===== src/design/lr_pkg.sv =====
// Shared types, constants and helpers for the line rasterizer.
package lr_pkg;

   localparam int COORD_BITS = 10;
   localparam int ERR_BITS   = COORD_BITS + 1;
   localparam int REQ_DATA_W = ((4 * COORD_BITS + 7) / 8) * 8;
   localparam int RSP_DATA_W = ((2 * COORD_BITS + 7) / 8) * 8;

   localparam logic CMD_START = 1'b0;
   localparam logic CMD_STEP  = 1'b1;

   localparam logic [1:0] DIR_NONE  = 2'd0;
   localparam logic [1:0] DIR_PLUS  = 2'd1;
   localparam logic [1:0] DIR_MINUS = 2'd3;

   typedef logic [COORD_BITS-1:0] coord_type;
   typedef logic [ERR_BITS-1:0]   err_type;

   typedef struct packed {
      logic        is_start;
      coord_type   col;
      coord_type   row;
      coord_type   abs_dx;
      coord_type   abs_dy;
      logic [1:0]  dir_col;
      logic [1:0]  dir_row;
      coord_type   major_len;
   } cmd_type;

   function automatic coord_type axis_move(input coord_type pos, input logic [1:0] dir);
      coord_type res;
      unique case (dir)
         DIR_PLUS:  res = pos + coord_type'(1);
         DIR_MINUS: res = pos - coord_type'(1);
         default:   res = pos;
      endcase
      return res;
   endfunction

endpackage


===== src/design/lr_front.sv =====
// Front end: decode an incoming item and precompute the line setup.
module lr_front
   import lr_pkg::*;
(
   input  logic                  req_tvalid,
   output logic                  req_tready,
   input  logic [REQ_DATA_W-1:0] req_tdata,
   input  logic                  req_tuser,
   output logic                  push,
   output cmd_type               push_cmd,
   input  logic                  queue_ready
);

   coord_type sx, sy, ex, ey;
   coord_type adx, ady;
   logic [1:0] dcol, drow;

   assign sx = req_tdata[COORD_BITS-1:0];
   assign sy = req_tdata[2*COORD_BITS-1:COORD_BITS];
   assign ex = req_tdata[3*COORD_BITS-1:2*COORD_BITS];
   assign ey = req_tdata[4*COORD_BITS-1:3*COORD_BITS];

   always_comb begin
      if (ex > sx) begin
         dcol = DIR_PLUS;
         adx  = ex - sx;
      end else if (ex == sx) begin
         dcol = DIR_NONE;
         adx  = '0;
      end else begin
         dcol = DIR_MINUS;
         adx  = sx - ex;
      end
      if (ey > sy) begin
         drow = DIR_PLUS;
         ady  = ey - sy;
      end else if (ey == sy) begin
         drow = DIR_NONE;
         ady  = '0;
      end else begin
         drow = DIR_MINUS;
         ady  = sy - ey;
      end
   end

   always_comb begin
      push_cmd.is_start  = (req_tuser == CMD_START);
      push_cmd.col       = sx;
      push_cmd.row       = sy;
      push_cmd.abs_dx    = adx;
      push_cmd.abs_dy    = ady;
      push_cmd.dir_col   = dcol;
      push_cmd.dir_row   = drow;
      push_cmd.major_len = (adx > ady) ? adx : ady;
   end

   assign req_tready = queue_ready;
   assign push       = req_tvalid & queue_ready;

endmodule


===== src/design/lr_queue.sv =====
// Two-entry command queue between front and back.
module lr_queue
   import lr_pkg::*;
(
   input  logic    clock,
   input  logic    reset,
   input  logic    push,
   input  cmd_type push_cmd,
   output logic    push_ready,
   input  logic    pop,
   output cmd_type pop_cmd,
   output logic    pop_valid
);

   cmd_type    mem_ff [2];
   logic       wr_ptr_ff, wr_ptr_in;
   logic       rd_ptr_ff, rd_ptr_in;
   logic [1:0] count_ff, count_in;

   assign push_ready = (count_ff != 2'd2);
   assign pop_valid  = (count_ff != 2'd0);
   assign pop_cmd    = mem_ff[rd_ptr_ff];

   always_comb begin
      wr_ptr_in = push ? ~wr_ptr_ff : wr_ptr_ff;
      rd_ptr_in = pop  ? ~rd_ptr_ff : rd_ptr_ff;
      count_in  = count_ff + 2'(push) - 2'(pop);
   end

   always_ff @(posedge clock) begin
      if (push) begin
         mem_ff[wr_ptr_ff] <= push_cmd;
      end
   end

   always_ff @(posedge clock) begin
      if (reset) begin
         wr_ptr_ff <= 1'b0;
         rd_ptr_ff <= 1'b0;
         count_ff  <= 2'd0;
      end else begin
         wr_ptr_ff <= wr_ptr_in;
         rd_ptr_ff <= rd_ptr_in;
         count_ff  <= count_in;
      end
   end

endmodule


===== src/design/lr_back.sv =====
// Back end: line stepping state and registered point output.
module lr_back
   import lr_pkg::*;
(
   input  logic                  clock,
   input  logic                  reset,
   input  logic                  cmd_valid,
   input  cmd_type               cmd,
   output logic                  pop,
   output logic                  rsp_tvalid,
   input  logic                  rsp_tready,
   output logic [RSP_DATA_W-1:0] rsp_tdata,
   output logic                  rsp_tlast
);

   logic      busy_ff, busy_in;
   coord_type col_ff, col_in;
   coord_type row_ff, row_in;
   coord_type adx_ff, adx_in;
   coord_type ady_ff, ady_in;
   logic [1:0] dcol_ff, dcol_in;
   logic [1:0] drow_ff, drow_in;
   coord_type major_ff, major_in;
   err_type   cerr_ff, cerr_in;
   err_type   rerr_ff, rerr_in;
   err_type   left_ff, left_in;

   logic      out_vld_ff, out_vld_in;
   coord_type out_x_ff, out_x_in;
   coord_type out_y_ff, out_y_in;
   logic      out_last_ff, out_last_in;

   logic      emit, is_final, col_hit, row_hit;
   err_type   col_sum, row_sum, major_w;

   assign pop      = cmd_valid & (~out_vld_ff | rsp_tready);
   assign emit     = pop & ~cmd.is_start & busy_ff;
   assign is_final = (left_ff <= err_type'(1));
   assign major_w  = {1'b0, major_ff};
   assign col_sum  = cerr_ff + {1'b0, adx_ff};
   assign row_sum  = rerr_ff + {1'b0, ady_ff};
   assign col_hit  = col_sum > major_w;
   assign row_hit  = row_sum > major_w;

   always_comb begin
      busy_in  = busy_ff;
      col_in   = col_ff;
      row_in   = row_ff;
      adx_in   = adx_ff;
      ady_in   = ady_ff;
      dcol_in  = dcol_ff;
      drow_in  = drow_ff;
      major_in = major_ff;
      cerr_in  = cerr_ff;
      rerr_in  = rerr_ff;
      left_in  = left_ff;
      if (pop && cmd.is_start) begin
         busy_in  = 1'b1;
         col_in   = cmd.col;
         row_in   = cmd.row;
         adx_in   = cmd.abs_dx;
         ady_in   = cmd.abs_dy;
         dcol_in  = cmd.dir_col;
         drow_in  = cmd.dir_row;
         major_in = cmd.major_len;
         cerr_in  = '0;
         rerr_in  = '0;
         left_in  = {1'b0, cmd.major_len} + err_type'(2);
      end else if (emit) begin
         cerr_in = col_hit ? col_sum - major_w : col_sum;
         rerr_in = row_hit ? row_sum - major_w : row_sum;
         col_in  = col_hit ? axis_move(col_ff, dcol_ff) : col_ff;
         row_in  = row_hit ? axis_move(row_ff, drow_ff) : row_ff;
         if (is_final) begin
            left_in = '0;
            busy_in = 1'b0;
         end else begin
            left_in = left_ff - err_type'(1);
         end
      end
   end

   always_comb begin
      out_x_in    = out_x_ff;
      out_y_in    = out_y_ff;
      out_last_in = out_last_ff;
      out_vld_in  = out_vld_ff & ~rsp_tready;
      if (emit) begin
         out_vld_in  = 1'b1;
         out_x_in    = col_ff;
         out_y_in    = row_ff;
         out_last_in = is_final;
      end
   end

   always_ff @(posedge clock) begin
      if (reset) begin
         busy_ff    <= 1'b0;
         col_ff     <= '0;
         row_ff     <= '0;
         adx_ff     <= '0;
         ady_ff     <= '0;
         dcol_ff    <= DIR_NONE;
         drow_ff    <= DIR_NONE;
         major_ff   <= '0;
         cerr_ff    <= '0;
         rerr_ff    <= '0;
         left_ff    <= '0;
         out_vld_ff <= 1'b0;
      end else begin
         busy_ff    <= busy_in;
         col_ff     <= col_in;
         row_ff     <= row_in;
         adx_ff     <= adx_in;
         ady_ff     <= ady_in;
         dcol_ff    <= dcol_in;
         drow_ff    <= drow_in;
         major_ff   <= major_in;
         cerr_ff    <= cerr_in;
         rerr_ff    <= rerr_in;
         left_ff    <= left_in;
         out_vld_ff <= out_vld_in;
      end
   end

   always_ff @(posedge clock) begin
      out_x_ff    <= out_x_in;
      out_y_ff    <= out_y_in;
      out_last_ff <= out_last_in;
   end

   assign rsp_tvalid = out_vld_ff;
   assign rsp_tdata  = RSP_DATA_W'({out_y_ff, out_x_ff});
   assign rsp_tlast  = out_last_ff;

   a_idle_no_steps: assert property (@(posedge clock) disable iff (reset)
      !busy_ff |-> left_ff == '0)
      else $error("steps left while idle");

   a_col_err_bound: assert property (@(posedge clock) disable iff (reset)
      busy_ff |-> cerr_ff <= major_w)
      else $error("column error above major length");

   a_row_err_bound: assert property (@(posedge clock) disable iff (reset)
      busy_ff |-> rerr_ff <= major_w)
      else $error("row error above major length");

   a_final_ends_line: assert property (@(posedge clock) disable iff (reset)
      (emit && is_final) |=> (!busy_ff && out_vld_ff && out_last_ff))
      else $error("final point did not end the line");

endmodule


===== src/design/line_rasterizer.sv =====
// Top level of the line rasterizer: front end, command queue and back end.
// A step item is written into the command queue, then popped by the back end into the registered point output.
// Throughput: one item per cycle while the queue has room; one point per step item while a line is active.
// A start item produces no point; a stalled rsp backs up through the two-entry queue.
// Reset is synchronous: the queue empties, the line goes idle and rsp_tvalid drops.
module line_rasterizer
   import lr_pkg::*;
(
   input  logic                  clock,
   input  logic                  reset,
   input  logic                  req_tvalid,
   output logic                  req_tready,
   input  logic [REQ_DATA_W-1:0] req_tdata,   // start_x, start_y, end_x, end_y
   input  logic                  req_tuser,   // command
   output logic                  rsp_tvalid,
   input  logic                  rsp_tready,
   output logic [RSP_DATA_W-1:0] rsp_tdata,   // point_x, point_y, zero pad
   output logic                  rsp_tlast
);

   logic    push, push_ready, pop, pop_valid;
   cmd_type push_cmd, pop_cmd;

   lr_front u_front (
      .req_tvalid  (req_tvalid),
      .req_tready  (req_tready),
      .req_tdata   (req_tdata),
      .req_tuser   (req_tuser),
      .push        (push),
      .push_cmd    (push_cmd),
      .queue_ready (push_ready)
   );

   lr_queue u_queue (
      .clock      (clock),
      .reset      (reset),
      .push       (push),
      .push_cmd   (push_cmd),
      .push_ready (push_ready),
      .pop        (pop),
      .pop_cmd    (pop_cmd),
      .pop_valid  (pop_valid)
   );

   lr_back u_back (
      .clock      (clock),
      .reset      (reset),
      .cmd_valid  (pop_valid),
      .cmd        (pop_cmd),
      .pop        (pop),
      .rsp_tvalid (rsp_tvalid),
      .rsp_tready (rsp_tready),
      .rsp_tdata  (rsp_tdata),
      .rsp_tlast  (rsp_tlast)
   );

endmodule


===== config.mk =====
export PLATFORM = sky130hd
export DESIGN_NAME = line_rasterizer
export DESIGN_NICKNAME = d
export VERILOG_FILES = /design/src/design/lr_pkg.sv /design/src/design/lr_front.sv /design/src/design/lr_queue.sv /design/src/design/lr_back.sv /design/src/design/line_rasterizer.sv
export SDC_FILE = /design/constraint.sdc
export NUM_CORES = 1
export LEC_CHECK = 0
export ABC_AREA = 1
export BUFFER_PORTS_ARGS = -buffer_cell sky130_fd_sc_hd__buf_2
export CAP_MARGIN = 0
export CORE_MARGIN = 4
export CORE_UTILIZATION = 45
export CTS_BUF_LIST = sky130_fd_sc_hd__clkbuf_8 sky130_fd_sc_hd__clkbuf_16
export CTS_CLUSTER_SIZE = 30
export DETAILED_ROUTE_END_ITERATION = 10
export MAX_ROUTING_LAYER = met4
export PLACE_DENSITY = 0.7
export SLEW_MARGIN = 20
export SYNTH_ARGS = -nofsm -noshare
export SYNTH_HDL_FRONTEND = slang
export SYNTH_SLANG_ARGS = --single-unit

===== constraint.sdc =====
create_clock -name clock -period 4.8 [get_ports clock]
set_input_delay 0.72 -clock clock [delete_from_list [all_inputs] [get_ports clock]]
set_output_delay 0.72 -clock clock [all_outputs]
set_load 0.02 [all_outputs]

# After elaboration in Yosys (flattened, before gate mapping)
# Memories as Yosys holds them, arrays and structs flattened. A register that Yosys moved wholly into a read port is not among the register bits.
# Index checks and enable logic that the tools add are counted.
# word_totals
mem_bits_rw	110
out_inout_bits	27
input_bits	45
mem_count	1
reg_bits	114
elab_cells	102
# classes
n_reduce_logical	12
n_mux	30
bitwise_logic	12
add_sub_neg	16
n_lt_le_gt_ge	6
eq_ne	7
# memory_table
memory	depth	word_bits	read_ports	rd_clocked_by_memory_dff	wr	line	text
u_queue.mem_ff	2	55	1	1	1	lr_queue.sv:15	cmd_type mem_ff [2];
# op_table
cell	n
2-to-1 mux 10 bit	11
2-to-1 mux 11 bit	5
one-hot mux 10 bit (2 select lines)	2
subtractor 10 bit	4
greater-than comparator 10 bit	3
adder 11 x 10 -> 11 bit	2
greater-than comparator 11 x 10 -> 1 bit	2
subtractor 11 x 10 -> 11 bit	2
adder 10 x 1 -> 10 bit (second input constant)	2
equality test 10 bit	2
subtractor 10 x 1 -> 10 bit (second input constant)	2
adder 10 x 2 -> 11 bit (second input constant)	1
less-or-equal comparator 11 x 1 -> 1 bit (second input constant)	1
subtractor 11 x 1 -> 11 bit (second input constant)	1
nonzero test 2 bit	5
2-to-1 mux 1 bit	8
2-to-1 mux 2 bit	4
NOT 1 bit	6
AND reduction 3 bit	2
nonzero test 3 bit	2
bitwise AND 1 bit	5
equality test 2 x 1 -> 1 bit (second input constant)	2
equality test 2 bit (second input constant)	2
adder 2 x 1 -> 2 bit	1
6 further kinds	6

# Logic depth before layout (Yosys ltp)
# depth
word_depth	7
depth_mapped	25
depth_no_buf	23

# By module
# A second synthesis with hierarchy kept.
# hier_totals
hier_cells	1869
hier_area_um2	15327.2
# modules_own_cells
mod	seq_area_each_um2	instances	cells_each	area_per_inst_um2
lr_back	2412.3	1	1129	7953.9
lr_queue	3403.3	1	202	4445.5
lr_front	0.0	1	538	2927.8

# Worst setup path before layout
# Ideal clock, no wire load.
# synth_path
path_kind	input-to-reg
startpoint	input req_tdata[30]
endpoint	memory u_queue.mem_ff[0][0] (netlist bit) (data pin)
path_buffers	1
t_required_ns	4.526
t_arrival_ns	3.415
slack_ns	1.111
setup_time_ns	0.274
stages	19
cell_sequence	inv_1 -> ha_1 -> fa_1 -> o21ai_1 -> nand2_1 -> nand2_1 -> a21oi_1 -> nand2_1 -> nand2_1 -> o21ai_0 -> inv_1 -> ha_1 -> inv_1 -> nor2_1 -> o211ai_1 -> o2111ai_1 -> nand2_1 -> clkbuf_1 -> o21ai_0
# synth_rtl
item	line	text
start: declaration	line_rasterizer.sv:13	input logic [REQ_DATA_W-1:0] req_tdata,
end: declaration	lr_queue.sv:15	

# Worst setup path in the final report
# layout_path
startpoint	register u_back.rerr_ff[0]
endpoint	register u_back.row_ff[2]
# layout_via
elab_chain_cells	4
# layout_lines
item	line	text
start: declaration	lr_back.sv:25	err_type rerr_ff, rerr_in;
start signal: assignment	lr_back.sv:120	rerr_ff <= rerr_in;
adder 11 x 10 -> 11 bit	lr_back.sv:41	assign row_sum = rerr_ff + {1'b0, ady_ff};
greater-than comparator 11 x 10 -> 1 bit	lr_back.sv:43	assign row_hit = row_sum > major_w;
nonzero test 2 bit (no source line)	--	
AND reduction 3 bit (no source line)	--	
end signal: assignment	lr_back.sv:113	row_ff <= row_in;
end: declaration	lr_back.sv:18	coord_type row_ff, row_in;
# Every way passes these cells.
# A chain may end at the register's enable or synchronous reset.

==> metrics.md <==
| Metric | Value |
|---|---|
| Status | completed |
| Multi-input logic area | 7210 um2 |
| Unrepaired setup endpoints after global routing | no |
| Max-Cap Viols | 0 |
| Slowest CP cell | fa_1 |
| Iter 0 DRT Violations | 848 |
| CP Capture Type | register |
| Placer Congestion | 0.913 |
| Leakage power | 7.66 nW |
| CTS Buf Count | 26 |
| Proportion of layout cells with a drive suffix above 1 | 0.0771 |
| IO buf count | 67 |
| WL/cell | 15.8 um |
| CP most frequent cell | nand2_1 |
| Clk pin slew, worst setup/hold paths | 0.06 ns |
| Seq/Total Area, Yosys | 0.408 |
| R2r startpoint | u_back.rerr_ff[0] |
| Avg Inst Size Synth | 7.73 um2 |
| Core Area | 30900 um2 |
| Number of global-route vias before repair | 11400 |
| Cell Int Power | 5.38 mW |
| Die W | 186 um |
| WL final | 36.5 mm |
| Final Hold Violating Endpoints | 0 |
| Gate power share | 0.498 |
| Nets | 2051 |
| Post-CTS Setup Bufs | 0 |
| Max clock buf depth | 3 |
| Fill cells | 2962 |
| Drt drc | 0 |
| Via count | 12100 |
| WP data required | 5.21 ns |
| Clock sinks | 225 |
| Final Max Tran Viols | 0 |
| Cells after DPL | 2255 |
| Drt pass-1 iters | 5 |
| Tot GR Track Use | 0.215 |
| # hold bufs at CTS | 0 |
| Initial antenna violation count | 1 |
| I/O pins | 72 |
| Cell count after synthesis | 1845 |
| Global route overflow | 0 |
| Yosys warns | 0 |
| Reg area | 5820 um2 |
| ANT nets after route | 0 |
| CP cell instances | ha_1 > fa_1 > nand3_1 > nand3_1 > nand4_1 > nand2_1 > nand2_1 > nand2_1 > ha_1 > nand2_1 > inv_1 > a21oi_1 > nand3_1 > nand2_1 > nand2_1 > nand2_1 > nand3_2 > nand2_2 > nand2_1 > nand2_1 > nor2_1 |
| Mapped cell area | 14300 um2 |
| H-tree Lvls | 1 |
| Crit path from | u_back.rerr_ff[0] |
| Crit path DAT | 4.23 ns |
| IR drop worst, VDD | 0.290 mV |
| Setup violations, final | 0 |
| Vias per Instance | 5.23 |
| Clock power share | 0.210 |
| Worst-Margin Slew | 0.875 ns |
| Setup TNS | 0 ns |
| Syn-to-layout area delta | 10.6% |
| CP Launch Type | register |
| Cell Pwr Density | 622 nW/um2 |
| Psw | 4.44 mW |
| Max stage delay on crit path | 0.48 ns |
| Setup Skew | 0.0116 ns |
| Hold wc startpoint | req_tdata[19] |
| Rel. slew slack | 0.415 |
| Critical path class | register to register |
| Root Buffer | clkbuf_16 |
| Skew-Pair Late Insertion Delay | 0.53 ns |
| Pin count of the biggest net entering global routing | 77 |
| Critical path peak fanout | 14 |
| Starting density of the core | 0.461 |
| Die height | 186 um |
| FP Rows | 64 |
| Dpl hpwl | 27.3 mm |
| Sequential share of power | 0.292 |
| Switching Share | 0.452 |
| CTS tree | built |
| Post-synth cell types | 45 |
| Post-CTS sizing | 0 |
| Fin crit share | 0.795 |
| Fin cells | 2303 |
| FMAX | 0.262 GHz |
| Die area | 34600 um2 |
| First-pass GRT wire length | 58.4 mm |
| Hold crit path type | input pin to register |
| Tmin final | 3.81 ns |
| FF+latch count, synth | 225 |
[cell type report]
cell class | instances | area share
multi-input cells | 1307 | 0.457
flip-flops and latches | 225 | 0.369
inverters | 250 | 0.0596
clock buffers | 30 | 0.0454
well taps | 396 | 0.0314
repair buffers | 77 | 0.0260
clock inverters | 17 | 0.0116
diodes | 1 | 0.000159
[worst paths after layout]
check                          end  slack (ns)  depth (start not counted)
max               u_back.row_ff[2]        0.99                         21
min          u_queue.mem_ff[1][43]        0.41                          1
max reg2reg       u_back.row_ff[2]        0.99                         21
min reg2reg     u_back.out_y_ff[9]        0.43                          0
[flip-flops by register name, summed over array words and instances, names as in the netlist, 10 cells and up, named ones only]
register and cells:
u_queue.mem_ff 110, u_back.ady_ff 10, u_back.out_x_ff 10, u_back.major_ff 10, u_back.row_ff 10, u_back.left_ff 11
u_back.out_y_ff 10, u_back.adx_ff 10, u_back.col_ff 10, u_back.cerr_ff 11, u_back.rerr_ff 11
[cells by family after synthesis]
family | after synthesis | share of synthesized area
AND/OR/NAND/NOR | 855 | 0.250
buffers and inverters | 316 | 0.0883
AO/OA/AOI/OAI | 257 | 0.0997
flip-flops | 225 | 0.408
adder cells (fa/ha/maj) | 119 | 0.110
XOR/XNOR | 71 | 0.0436
other | 1 | 0.000263
multiplexers | 1 | 0.000702
[cells in the final DEF, fill, tap and decap left out, types with 4 or more instances in the layout]
master | netlist | final
nand2_1 | 522 | 522
inv_1 | 241 | 248
nor2_1 | 147 | 145
edfxtp_1 | 131 | 131
nand3_1 | 118 | 118
ha_1 | 109 | 109
a21oi_1 | 95 | 95
dfxtp_1 | 94 | 93
o21ai_0 | 89 | 89
buf_2 | 23 | 67
xor2_1 | 51 | 51
nand4_1 | 38 | 38
a31oi_1 | 35 | 35
clkbuf_16 | 0 | 27
xnor2_1 | 20 | 20
o21ai_1 | 10 | 10
fa_1 | 10 | 10
buf_4 | 6 | 10
a21o_1 | 8 | 8
nor3_1 | 8 | 8
inv_2 | 7 | 7
o211ai_1 | 6 | 6
or2_2 | 6 | 6
o21bai_1 | 6 | 6
clkinv_2 | 1 | 5
nand3b_1 | 4 | 4
nor2_4 | 2 | 4
conb_1 | 1 | 4
bufinv_16 | 0 | 4
[synth_stat cells (all sizes together)]
library cell	n	area share
nand3	121	0.044
fa	10	0.014
nand2	524	0.14
a311oi	2	0.0012
nand3b	4	0.0021
o21ai	100	0.036
dfxtp	94	0.13
o21bai	6	0.0032
inv	248	0.065
clkinv	2	0.00061
nor2	153	0.043
a21oi	96	0.034
o211ai	6	0.0032
ha	109	0.096
o2111ai	1	0.00061
nand4	38	0.017
clkbuf	30	0.0083
mux2i	1	0.00070
edfxtp	131	0.28
a21o	8	0.0042
a211oi	2	0.0011
xnor2	20	0.012
conb	1	0.00026
xor2	51	0.031
buf	36	0.014
a31oi	35	0.015
or2	7	0.0031
o32ai	1	0.00061
nor3	8	0.0028
[stage by stage]
step | hold slack, ns | power (mW) | util | cell area, um2 | worst slack, ns
floorplan | 0.408 | 6.55 | - | 14300 | 1.11
global placement | 0.418 | 7.65 | 0.481 | 14900 | 0.639
detailed placement | 0.418 | 7.71 | 0.481 | 14900 | 0.487
CTS | 0.390 | 9.81 | 0.510 | 15800 | 1.01
global route | 0.396 | 10.6 | 0.510 | 15800 | 0.612
finish | 0.406 | 9.82 | 0.510 | 15800 | 0.986
[power by group through the flow]
| stage | logic, mW | clock network (mW) | registers, mW |
|---|---|---|---|
| 4_1_cts | 4.86 | 2.09 | 2.87 |
| 3_5_place_dp | 4.80 | 0 | 2.90 |
| 5_1_grt | 5.52 | 2.17 | 2.91 |
| 2_1_floorplan | 3.76 | 0 | 2.79 |
| 3_3_place_gp | 4.76 | 0 | 2.89 |
| 6_report | 4.89 | 2.06 | 2.87 |
[metal layers]
metal | wire length [um] | part of all wire | vias up | GRT usage
met1 | 17000 | 0.47 | 5567 | 0.297
met2 | 16500 | 0.45 | 315 | 0.336
li1 | - | - | 6111 | -
met4 | 883 | 0.024 | 0 | 0.0528
met5 | 0 | 0 | - | -
met3 | 2120 | 0.058 | 63 | 0.0307
[critical path: cells and delay by family (launching register included)]
kind	cells	cell delay [ns]
adders and majority gates	3	1.09
and+or+nand+nor	16	2.11
buffers and inverters	1	0.04
DFF	1	0.32
AOI/OAI and AO/OA	1	0.14
No activity file was read; power rests on OpenSTA's default activity.
